$ cat config.mk
export PLATFORM = sky130hd
export DESIGN_NAME = packed_index_unpacker_core
export DESIGN_NICKNAME = d
export VERILOG_FILES = /design/src/rtl/piu_pkg.sv /design/src/rtl/packed_index_unpacker_core.sv /design/src/rtl/piu_front.sv /design/src/rtl/piu_queue.sv /design/src/rtl/piu_back.sv
export SDC_FILE = /design/constraint.sdc
export NUM_CORES = 1
export LEC_CHECK = 0
export BUFFER_PORTS_ARGS = -buffer_cell sky130_fd_sc_hd__buf_4
export CORE_AREA = 2 2 193 214
export DETAILED_ROUTE_END_ITERATION = 10
export DIE_AREA = 0 0 195 216
export GPL_ROUTABILITY_DRIVEN = 0
export MAX_ROUTING_LAYER = met4
export PLACE_DENSITY = 0.71
export SYNTH_ARGS = -nofsm -noshare
export SYNTH_HDL_FRONTEND = slang
export SYNTH_HIERARCHICAL = 1
export SYNTH_SLANG_ARGS = --single-unit
$ cat constraint.sdc
create_clock -name aclk -period 11.9 [get_ports aclk]
set_input_delay 1.19 -clock aclk [delete_from_list [all_inputs] [get_ports aclk]]
set_output_delay 1.19 -clock aclk [all_outputs]
set_load 0.01 [all_outputs]
$ cat src/rtl/piu_pkg.sv
`default_nettype none
// ----------------------------------------------------------------------------
// piu_pkg
// Shared types, constants and tables for the packed index unpacker.
// ----------------------------------------------------------------------------
package piu_pkg;

    localparam int WORD_BITS   = 64;
    localparam int INDEX_BITS  = 12;
    localparam int MAX_ENTRIES = 4096;
    localparam int CNT_BITS    = $clog2(MAX_ENTRIES) + 1;
    localparam int SIZE_BITS   = INDEX_BITS + 1;
    localparam int W_BITS      = 4;
    localparam int FIELD_BITS  = 16;
    localparam int REM_BITS    = $clog2(WORD_BITS) + 1;
    localparam int CFG_IDX_BITS  = 8;
    localparam int CFG_DATA_BITS = 13;
    localparam int QUEUE_DEPTH = 2;
    localparam int QPTR_BITS   = $clog2(QUEUE_DEPTH);
    localparam int QCNT_BITS   = $clog2(QUEUE_DEPTH) + 1;

    localparam logic [SIZE_BITS-1:0] SIZE_CAP  = SIZE_BITS'(1 << INDEX_BITS);
    localparam logic [CNT_BITS-1:0]  TOTAL_CAP = CNT_BITS'(MAX_ENTRIES);

    localparam logic [CFG_IDX_BITS-1:0] CFG_PALETTE_SIZE = CFG_IDX_BITS'(0);
    localparam logic [CFG_IDX_BITS-1:0] CFG_WIDTH_FLOOR  = CFG_IDX_BITS'(1);
    localparam logic [CFG_IDX_BITS-1:0] CFG_ENTRY_TOTAL  = CFG_IDX_BITS'(2);
    localparam logic [CFG_IDX_BITS-1:0] CFG_CLAMP_MODE   = CFG_IDX_BITS'(3);

    typedef struct packed {
        logic [WORD_BITS-1:0] word;
        logic [W_BITS-1:0]    width;
        logic [REM_BITS-1:0]  fields;
        logic [SIZE_BITS-1:0] size;
        logic [CNT_BITS-1:0]  total;
        logic                 clamp;
    } piu_job_t;

    // floor(64 / w) for the field widths the block can produce
    function automatic logic [REM_BITS-1:0] fields_per_word(input logic [W_BITS-1:0] w);
        logic [REM_BITS-1:0] n;
        case (w)
            4'd1:    n = REM_BITS'(64);
            4'd2:    n = REM_BITS'(32);
            4'd3:    n = REM_BITS'(21);
            4'd4:    n = REM_BITS'(16);
            4'd5:    n = REM_BITS'(12);
            4'd6:    n = REM_BITS'(10);
            4'd7:    n = REM_BITS'(9);
            4'd8:    n = REM_BITS'(8);
            4'd9:    n = REM_BITS'(7);
            4'd10:   n = REM_BITS'(6);
            4'd11:   n = REM_BITS'(5);
            4'd12:   n = REM_BITS'(5);
            4'd13:   n = REM_BITS'(4);
            4'd14:   n = REM_BITS'(4);
            4'd15:   n = REM_BITS'(4);
            default: n = REM_BITS'(64);
        endcase
        return n;
    endfunction

endpackage
`default_nettype wire

$ cat src/rtl/packed_index_unpacker_core.sv
// The word is written into the queue, then loaded into the engine registers,
// and each index is registered in the output register. One index per cycle
// unless m_ready stalls; the next word loads only once the last field is out.
// A two-entry queue lets intake run ahead of the engine.
// Reset: registers return to defaults, entry count and halt flag clear,
// queue and output register empty.
`default_nettype none
// ----------------------------------------------------------------------------
// packed_index_unpacker_core
// Unpacks fixed-width palette indices from 64-bit packed words.
// ----------------------------------------------------------------------------
module packed_index_unpacker_core import piu_pkg::*; (
    input  wire logic                     aclk,
    input  wire logic                     aresetn,
    input  wire logic                     cfg_wr_en,
    input  wire logic [CFG_IDX_BITS-1:0]  cfg_wr_index,
    input  wire logic [CFG_DATA_BITS-1:0] cfg_wr_data,
    input  wire logic                     s_valid,
    output logic                          s_ready,
    input  wire logic [WORD_BITS-1:0]     s_packed_word,
    output logic                          m_valid,
    input  wire logic                     m_ready,
    output logic [INDEX_BITS-1:0]         m_index_value,
    output logic                          m_range_error,
    output logic                          m_last_of_word,
    output logic                          m_array_done
);

    logic     q_wr_valid, q_wr_ready;
    piu_job_t q_wr_data;
    logic     q_rd_valid, q_rd_ready;
    piu_job_t q_rd_data;

    piu_front u_front (
        .aclk          (aclk),
        .aresetn       (aresetn),
        .cfg_wr_en     (cfg_wr_en),
        .cfg_wr_index  (cfg_wr_index),
        .cfg_wr_data   (cfg_wr_data),
        .s_valid       (s_valid),
        .s_ready       (s_ready),
        .s_packed_word (s_packed_word),
        .q_wr_valid    (q_wr_valid),
        .q_wr_ready    (q_wr_ready),
        .q_wr_data     (q_wr_data)
    );

    piu_queue u_queue (
        .aclk     (aclk),
        .aresetn  (aresetn),
        .wr_valid (q_wr_valid),
        .wr_ready (q_wr_ready),
        .wr_data  (q_wr_data),
        .rd_valid (q_rd_valid),
        .rd_ready (q_rd_ready),
        .rd_data  (q_rd_data)
    );

    piu_back u_back (
        .aclk           (aclk),
        .aresetn        (aresetn),
        .q_rd_valid     (q_rd_valid),
        .q_rd_ready     (q_rd_ready),
        .q_rd_data      (q_rd_data),
        .m_valid        (m_valid),
        .m_ready        (m_ready),
        .m_index_value  (m_index_value),
        .m_range_error  (m_range_error),
        .m_last_of_word (m_last_of_word),
        .m_array_done   (m_array_done)
    );

endmodule
`default_nettype wire

$ cat src/rtl/piu_front.sv
`default_nettype none
// ----------------------------------------------------------------------------
// piu_front
// Configuration registers and item intake: derives field width, field
// count and saturated limits for each accepted word.
// ----------------------------------------------------------------------------
module piu_front import piu_pkg::*; (
    input  wire logic                     aclk,
    input  wire logic                     aresetn,
    input  wire logic                     cfg_wr_en,
    input  wire logic [CFG_IDX_BITS-1:0]  cfg_wr_index,
    input  wire logic [CFG_DATA_BITS-1:0] cfg_wr_data,
    input  wire logic                     s_valid,
    output logic                          s_ready,
    input  wire logic [WORD_BITS-1:0]     s_packed_word,
    output logic                          q_wr_valid,
    input  wire logic                     q_wr_ready,
    output piu_job_t                      q_wr_data
);

    logic [SIZE_BITS-1:0]  palette_size_reg, palette_size_next;
    logic [W_BITS-1:0]     width_floor_reg, width_floor_next;
    logic [CNT_BITS-1:0]   entry_total_reg, entry_total_next;
    logic                  clamp_mode_reg, clamp_mode_next;

    logic [SIZE_BITS-1:0]  size_sat;
    logic [INDEX_BITS-1:0] size_m1;
    logic [W_BITS-1:0]     bw;
    logic [W_BITS-1:0]     width;
    logic [CNT_BITS-1:0]   total_sat;

    always_comb begin
        palette_size_next = palette_size_reg;
        width_floor_next  = width_floor_reg;
        entry_total_next  = entry_total_reg;
        clamp_mode_next   = clamp_mode_reg;
        if (cfg_wr_en) begin
            case (cfg_wr_index)
                CFG_PALETTE_SIZE: palette_size_next = cfg_wr_data[SIZE_BITS-1:0];
                CFG_WIDTH_FLOOR:  width_floor_next  = cfg_wr_data[W_BITS-1:0];
                CFG_ENTRY_TOTAL:  entry_total_next  = cfg_wr_data[CNT_BITS-1:0];
                CFG_CLAMP_MODE:   clamp_mode_next   = cfg_wr_data[0];
                default: ;
            endcase
        end
    end

    always_ff @(posedge aclk) begin
        if (!aresetn) begin
            palette_size_reg <= SIZE_BITS'(16);
            width_floor_reg  <= W_BITS'(4);
            entry_total_reg  <= TOTAL_CAP;
            clamp_mode_reg   <= 1'b1;
        end else begin
            palette_size_reg <= palette_size_next;
            width_floor_reg  <= width_floor_next;
            entry_total_reg  <= entry_total_next;
            clamp_mode_reg   <= clamp_mode_next;
        end
    end

    always_comb begin
        if (palette_size_reg == '0) begin
            size_sat = SIZE_BITS'(1);
        end else if (palette_size_reg > SIZE_CAP) begin
            size_sat = SIZE_CAP;
        end else begin
            size_sat = palette_size_reg;
        end
        size_m1 = INDEX_BITS'(size_sat - SIZE_BITS'(1));

        bw = '0;
        for (int i = 0; i < INDEX_BITS; i++) begin
            if (size_m1[i]) begin
                bw = W_BITS'(i + 1);
            end
        end
        width = (bw < width_floor_reg) ? width_floor_reg : bw;
        if (width == '0) begin
            width = W_BITS'(1);
        end

        if (entry_total_reg == '0 || entry_total_reg > TOTAL_CAP) begin
            total_sat = TOTAL_CAP;
        end else begin
            total_sat = entry_total_reg;
        end
    end

    assign s_ready    = q_wr_ready;
    assign q_wr_valid = s_valid;

    always_comb begin
        q_wr_data.word   = s_packed_word;
        q_wr_data.width  = width;
        q_wr_data.fields = fields_per_word(width);
        q_wr_data.size   = size_sat;
        q_wr_data.total  = total_sat;
        q_wr_data.clamp  = clamp_mode_reg;
    end

endmodule
`default_nettype wire

$ cat src/rtl/piu_queue.sv
`default_nettype none
// ----------------------------------------------------------------------------
// piu_queue
// Two-entry job queue between the intake and the unpack engine.
// ----------------------------------------------------------------------------
module piu_queue import piu_pkg::*; (
    input  wire logic     aclk,
    input  wire logic     aresetn,
    input  wire logic     wr_valid,
    output logic          wr_ready,
    input  wire piu_job_t wr_data,
    output logic          rd_valid,
    input  wire logic     rd_ready,
    output piu_job_t      rd_data
);

    piu_job_t                mem_reg [QUEUE_DEPTH];
    logic [QPTR_BITS-1:0]    wr_ptr_reg, wr_ptr_next;
    logic [QPTR_BITS-1:0]    rd_ptr_reg, rd_ptr_next;
    logic [QCNT_BITS-1:0]    count_reg, count_next;
    logic                    push, pop;

    assign wr_ready = (count_reg != QCNT_BITS'(QUEUE_DEPTH));
    assign rd_valid = (count_reg != '0);
    assign rd_data  = mem_reg[rd_ptr_reg];
    assign push     = wr_valid && wr_ready;
    assign pop      = rd_valid && rd_ready;

    always_comb begin
        wr_ptr_next = push ? QPTR_BITS'(wr_ptr_reg + 1'b1) : wr_ptr_reg;
        rd_ptr_next = pop  ? QPTR_BITS'(rd_ptr_reg + 1'b1) : rd_ptr_reg;
        count_next  = count_reg;
        if (push && !pop) begin
            count_next = QCNT_BITS'(count_reg + 1'b1);
        end else if (pop && !push) begin
            count_next = QCNT_BITS'(count_reg - 1'b1);
        end
    end

    always_ff @(posedge aclk) begin
        if (!aresetn) begin
            wr_ptr_reg <= '0;
            rd_ptr_reg <= '0;
            count_reg  <= '0;
        end else begin
            wr_ptr_reg <= wr_ptr_next;
            rd_ptr_reg <= rd_ptr_next;
            count_reg  <= count_next;
        end
    end

    always_ff @(posedge aclk) begin
        if (push) begin
            mem_reg[wr_ptr_reg] <= wr_data;
        end
    end

    a_count_bound: assert property (@(posedge aclk) disable iff (!aresetn)
        count_reg <= QCNT_BITS'(QUEUE_DEPTH))
        else $error("queue count overflow");

    a_count_track: assert property (@(posedge aclk) disable iff (!aresetn)
        push && !pop |=> count_reg == QCNT_BITS'($past(count_reg) + 1'b1))
        else $error("queue count did not follow push");

    a_count_drain: assert property (@(posedge aclk) disable iff (!aresetn)
        pop && !push |=> count_reg == QCNT_BITS'($past(count_reg) - 1'b1))
        else $error("queue count did not follow pop");

endmodule
`default_nettype wire

$ cat src/rtl/piu_back.sv
`default_nettype none
// ----------------------------------------------------------------------------
// piu_back
// Unpack engine: shifts one field out of the current word per cycle unless
// m_ready stalls; range-checks, counts array entries, drives output register.
// ----------------------------------------------------------------------------
module piu_back import piu_pkg::*; (
    input  wire logic                   aclk,
    input  wire logic                   aresetn,
    input  wire logic                   q_rd_valid,
    output logic                        q_rd_ready,
    input  wire piu_job_t               q_rd_data,
    output logic                        m_valid,
    input  wire logic                   m_ready,
    output logic [INDEX_BITS-1:0]       m_index_value,
    output logic                        m_range_error,
    output logic                        m_last_of_word,
    output logic                        m_array_done
);

    logic                  active_reg, active_next;
    logic                  halted_reg, halted_next;
    logic [WORD_BITS-1:0]  word_reg, word_next;
    logic [W_BITS-1:0]     width_reg, width_next;
    logic [REM_BITS-1:0]   rem_reg, rem_next;
    logic [SIZE_BITS-1:0]  size_reg, size_next;
    logic [CNT_BITS-1:0]   total_reg, total_next;
    logic                  clamp_reg, clamp_next;
    logic [CNT_BITS-1:0]   cnt_reg, cnt_next;

    logic                  m_valid_reg, m_valid_next;
    logic [INDEX_BITS-1:0] m_index_reg, m_index_next;
    logic                  m_err_reg, m_err_next;
    logic                  m_last_reg, m_last_next;
    logic                  m_done_reg, m_done_next;

    logic                  fire;
    logic                  pop;
    logic [FIELD_BITS-1:0] field;
    logic [FIELD_BITS-1:0] size_ext;
    logic                  out_of_range;
    logic                  err;
    logic [SIZE_BITS-1:0]  size_m1;
    logic [CNT_BITS-1:0]   cnt_inc;
    logic                  done;
    logic                  last;

    assign fire       = active_reg && (!m_valid_reg || m_ready);
    assign pop        = !active_reg && q_rd_valid;
    assign q_rd_ready = !active_reg;

    always_comb begin
        field        = word_reg[FIELD_BITS-1:0] & ~({FIELD_BITS{1'b1}} << width_reg);
        size_ext     = FIELD_BITS'(size_reg);
        out_of_range = (field >= size_ext);
        err          = out_of_range && !clamp_reg;
        size_m1      = SIZE_BITS'(size_reg - SIZE_BITS'(1));
        cnt_inc      = CNT_BITS'(cnt_reg + 1'b1);
        done         = (cnt_inc >= total_reg);
        last         = (rem_reg == REM_BITS'(1)) || done;
    end

    always_comb begin
        active_next  = active_reg;
        halted_next  = halted_reg;
        word_next    = word_reg;
        width_next   = width_reg;
        rem_next     = rem_reg;
        size_next    = size_reg;
        total_next   = total_reg;
        clamp_next   = clamp_reg;
        cnt_next     = cnt_reg;
        m_valid_next = m_valid_reg && !m_ready;
        m_index_next = m_index_reg;
        m_err_next   = m_err_reg;
        m_last_next  = m_last_reg;
        m_done_next  = m_done_reg;

        if (pop && !halted_reg) begin
            active_next = 1'b1;
            word_next   = q_rd_data.word;
            width_next  = q_rd_data.width;
            rem_next    = q_rd_data.fields;
            size_next   = q_rd_data.size;
            total_next  = q_rd_data.total;
            clamp_next  = q_rd_data.clamp;
        end

        if (fire) begin
            m_valid_next = 1'b1;
            if (err) begin
                m_index_next = '0;
                m_err_next   = 1'b1;
                m_last_next  = 1'b1;
                m_done_next  = 1'b0;
                halted_next  = 1'b1;
                active_next  = 1'b0;
            end else begin
                m_index_next = out_of_range ? size_m1[INDEX_BITS-1:0]
                                            : field[INDEX_BITS-1:0];
                m_err_next   = 1'b0;
                m_last_next  = last;
                m_done_next  = done;
                cnt_next     = done ? '0 : cnt_inc;
                if (last) begin
                    active_next = 1'b0;
                end else begin
                    word_next = word_reg >> width_reg;
                    rem_next  = REM_BITS'(rem_reg - 1'b1);
                end
            end
        end
    end

    always_ff @(posedge aclk) begin
        if (!aresetn) begin
            active_reg  <= 1'b0;
            halted_reg  <= 1'b0;
            cnt_reg     <= '0;
            m_valid_reg <= 1'b0;
        end else begin
            active_reg  <= active_next;
            halted_reg  <= halted_next;
            cnt_reg     <= cnt_next;
            m_valid_reg <= m_valid_next;
        end
        word_reg    <= word_next;
        width_reg   <= width_next;
        rem_reg     <= rem_next;
        size_reg    <= size_next;
        total_reg   <= total_next;
        clamp_reg   <= clamp_next;
        m_index_reg <= m_index_next;
        m_err_reg   <= m_err_next;
        m_last_reg  <= m_last_next;
        m_done_reg  <= m_done_next;
    end

    assign m_valid        = m_valid_reg;
    assign m_index_value  = m_index_reg;
    assign m_range_error  = m_err_reg;
    assign m_last_of_word = m_last_reg;
    assign m_array_done   = m_done_reg;

    a_halt_sticky: assert property (@(posedge aclk) disable iff (!aresetn)
        halted_reg |=> halted_reg)
        else $error("halt flag cleared without reset");

    a_halt_silent: assert property (@(posedge aclk) disable iff (!aresetn)
        halted_reg |-> !active_reg)
        else $error("engine active after halt");

    a_err_shape: assert property (@(posedge aclk) disable iff (!aresetn)
        m_valid_reg && m_err_reg |-> m_last_reg && !m_done_reg && m_index_reg == '0)
        else $error("malformed error item");

    a_done_last: assert property (@(posedge aclk) disable iff (!aresetn)
        m_valid_reg && m_done_reg |-> m_last_reg)
        else $error("array end without end of word");

    a_rem_live: assert property (@(posedge aclk) disable iff (!aresetn)
        active_reg |-> rem_reg != '0)
        else $error("engine active with no fields left");

endmodule
`default_nettype wire
==> metrics.csv <==
metric,value,unit
status,finished clean,
placed cell count,2138,
synthesis-to-layout area growth,9.47,%
Post-synth EDFFs,252,
CTS tree,yes,
CTS sink cnt,373,
FF-to-FF Start,u_front/palette_size_reg[2]$_SDFFE_PN0P_,
Max VDD drop,123,uV
Via Count,12600,
ANT nets after route,0,
Peak Freq,0.163,GHz
Initial Utilization,0.497,
Worst Hold End,u_back/cnt_reg[9]$_SDFFE_PN0P_,
# H-tree levels,2,
initial antenna violation count,0,
Finished Layout Cells,2214,
die height,216,um
vias in the first global route,12600,
Nets,1797,
Worst Path Required,12.19,ns
CTS Hold Bufs,0,
RSZ-0062 raised after global routing,false,
Root Driver,clkbuf_16,
DRT iter0 DRCs,761,
Detailed Route WL,42000,um
Clock Tree Buf Depth,3,
Post-synth top flop,edfxtp_1,
max_slew headroom,0.164,
Final Hold Viols,0,
Critical Path AT,6.42,ns
io pins,107,
Worst Setup Start Kind,flip-flop,
row cnt,77,
worst-path fanout max,11,
clock buffer count from CTS,41,
met2 usage,0.353,
fin crit share,0.515,
Total GRT Usage,0.205,
grt peak-use layer,met2,
Post-Syn Area,19800,um^2
# Post-CTS Setup Buffers,0,
routed len/inst,18.9,um
Max-Cap Viols,0,
Syn Nets,1805,
core area,39900,um^2
CP Class,reg2reg,
Synth Warn #,6,
post-DP HPWL,29000,um
pwr dens,250,nW/um^2
die extent in x,195,um
Tmin final,6.13,ns
Total Neg Setup Slack,0,ns
first-pass GRT wire length,67300,um
worst hold start,u_back/cnt_reg[9]$_SDFFE_PN0P_,
Worst Setup End Kind,flip-flop,
global route overflow,0,
met1 usage in global routing,0.240,
worst hold path class,reg2reg,
Final setup viols,0,
PostCTS Resize Cnt,0,
Slew Limit Fails,0,
Hold Crit Depth,2,
full die area,42100,um^2
total design power,5.43,mW
Port-buffer cells,106,
Util after Layout,0.544,
Worst R2R Path Depth,24,
antenna cells,0,
Layout Skew,0.0211,ns
syn_area_per_cell,11.8,um^2
met3 Use GR,0.0339,
ratio of cells with drive above 1 in the final layout,0.211,
max reg flops,204,
synthesized flop and latch total,373,
Reg-to-Reg End,u_queue/mem_reg[1][27]$_DFFE_PP_,
Gate Count Post-Synth,1676,
clk_lat worst skew,0.57,ns
vias per cell,5.68,
post-synthesis cell type count,87,
1st-pass router iterations,5,
Worst R2R Setup Slack,5.77,ns
actual slew at the worst max-slew pin,1.25,ns
worst hold slack,0.499,ns
Worst-path clk slew,0.06,ns
P_leak,8.59,nW
ys async rst share,0,
post-synthesis sequential area ratio,0.504,
largest net degree at the start of global routing,76,
DRC,0,
## report_power, final
group	leakage (nW)	internal (mW)	switching (mW)	total (mW)
logic	4.56	0.962	1.24	2.20
registers	3.35	1.75	0.211	1.96
clock network	0.672	0.743	0.524	1.27
total	8.59	3.45	1.98	5.43
## cell families (layout without fill, tap and decap cells)
family	count (synthesis)	after routing	synth area share
AO/OA/AOI/OAI	216	216	0.0732
adder cells (fa/ha/maj)	39	39	0.0246
multiplexers	378	378	0.214
XOR/XNOR	27	27	0.0119
AND/OR/NAND/NOR	423	423	0.110
flip-flops	373	373	0.504
buffers and inverters	220	245	0.0618
## critical path, cell delays in order (launching register included)
cell       delay [ns]
dfxtp_1          0.43
or4_4            0.60
nor3_1           0.26
a21oi_1          0.10
or2_2            0.32
ha_1             0.35
nor4b_1          0.22
a221o_1          0.29
a2111oi_0        0.36
nor4_1           0.11
o21ba_2          0.26
nor2_1           0.15
ha_1             0.26
o21ai_0          0.15
nand2b_1         0.07
a21oi_1          0.24
nor3_1           0.12
o211a_1          0.24
nor3_2           0.22
or2_1            0.32
a31oi_1          0.14
ha_1             0.25
nand2_1          0.09
nor3_1           0.05
a311o_1          0.29
## per-stage QoR
step | cell area (um^2) | setup WS, ns
floorplan | 19800 | 6.42
finish | 21700 | 5.77
CTS | 21700 | 5.79
global route | 21700 | 5.19
detailed placement | 20300 | 5.83
global placement | 20300 | 6.01
## cell usage in the layout, fill, tap and decap left out, types with 8 or more instances in the layout
master,Yosys,routed
a21o_1,15,15
dfxtp_1,121,120
mux4_2,26,26
buf_4,74,121
nand4_1,9,9
nor2_1,47,47
nand2_1,146,146
edfxtp_1,252,252
inv_1,44,42
clkinv_2,0,8
and3_1,11,10
a21oi_1,42,42
o211a_1,9,9
and2_1,10,10
nor4_1,10,10
mux2_2,105,105
nand2b_1,9,9
o21ai_0,59,59
ha_1,39,39
o21ai_1,9,9
xnor2_1,21,21
nor2b_1,54,54
nand3_1,57,57
clkbuf_16,0,41
nor3_1,26,26
a31oi_1,8,8
a21boi_0,12,12
mux2i_1,244,244
## routing by layer
layer	up-vias	part of all wire	wire (um)
li1	6089	-	-
met1	6080	0.41	17300
met2	304	0.51	21400
met3	94	0.041	1720
met4	0	0.036	1530
met5	-	0	0
## synthesized netlist by cell type, drive strengths merged (4+ instances only)
| cell type | instances | area, um^2 |
|---|---|---|
| nor4 | 15 | 143 |
| xnor2 | 21 | 184 |
| inv | 46 | 173 |
| nand3 | 57 | 285 |
| nor3 | 28 | 156 |
| mux4 | 26 | 586 |
| edfxtp | 252 | 7570 |
| a21o | 15 | 113 |
| a211oi | 13 | 128 |
| xor2 | 6 | 52.6 |
| mux2i | 244 | 2440 |
| a21boi | 14 | 105 |
| nor2 | 47 | 176 |
| nand4 | 9 | 56.3 |
| o21ai | 68 | 340 |
| nand2b | 10 | 70.1 |
| nand2 | 147 | 554 |
| nand3b | 6 | 45.0 |
| or2 | 4 | 25.0 |
| a21oi | 44 | 228 |
| or3 | 8 | 55.1 |
| dfxtp | 121 | 2420 |
| clkbuf | 52 | 195 |
| ha | 39 | 488 |
| a31o | 4 | 35.0 |
| mux2 | 108 | 1220 |
| and3 | 11 | 68.8 |
| and2 | 10 | 62.6 |
| nor2b | 54 | 338 |
| o22ai | 4 | 25.0 |
| buf | 120 | 850 |
| o211ai | 6 | 50.1 |
| a31oi | 8 | 50.1 |
| o211a | 9 | 90.1 |
## layout make-up
cell class	instances	area, um^2
clock buffer	50	1080
sequential	373	9990
clock inverter	26	278
fill	3420	18200
inverter	48	185
tap	513	642
multi-input combinational	1083	8610
timing repair buffer	121	908
## how the worst max path moves through the flow
| stage | startpoint | endpoint | slack [ns] | cells past startpoint |
|---|---|---|---|---|
| after global routing | u_front/palette_size_reg[2]$_SDFFE_PN0P_ | u_queue/mem_reg[1][27]$_DFFE_PP_ | 5.19 | 24 |
| after floorplan | u_front/palette_size_reg[3]$_SDFFE_PN0P_ | u_queue/mem_reg[0][29]$_DFFE_PP_ | 6.42 | 25 |
| after CTS | u_front/palette_size_reg[2]$_SDFFE_PN0P_ | u_queue/mem_reg[1][27]$_DFFE_PP_ | 5.79 | 24 |
| after global placement | u_front/palette_size_reg[2]$_SDFFE_PN0P_ | u_queue/mem_reg[0][27]$_DFFE_PP_ | 6.01 | 24 |
| after detailed placement | u_front/palette_size_reg[2]$_SDFFE_PN0P_ | u_queue/mem_reg[1][27]$_DFFE_PP_ | 5.83 | 24 |
| final | u_front/palette_size_reg[2]$_SDFFE_PN0P_ | u_queue/mem_reg[1][27]$_DFFE_PP_ | 5.77 | 24 |
(Power assumes the default switching activity.)
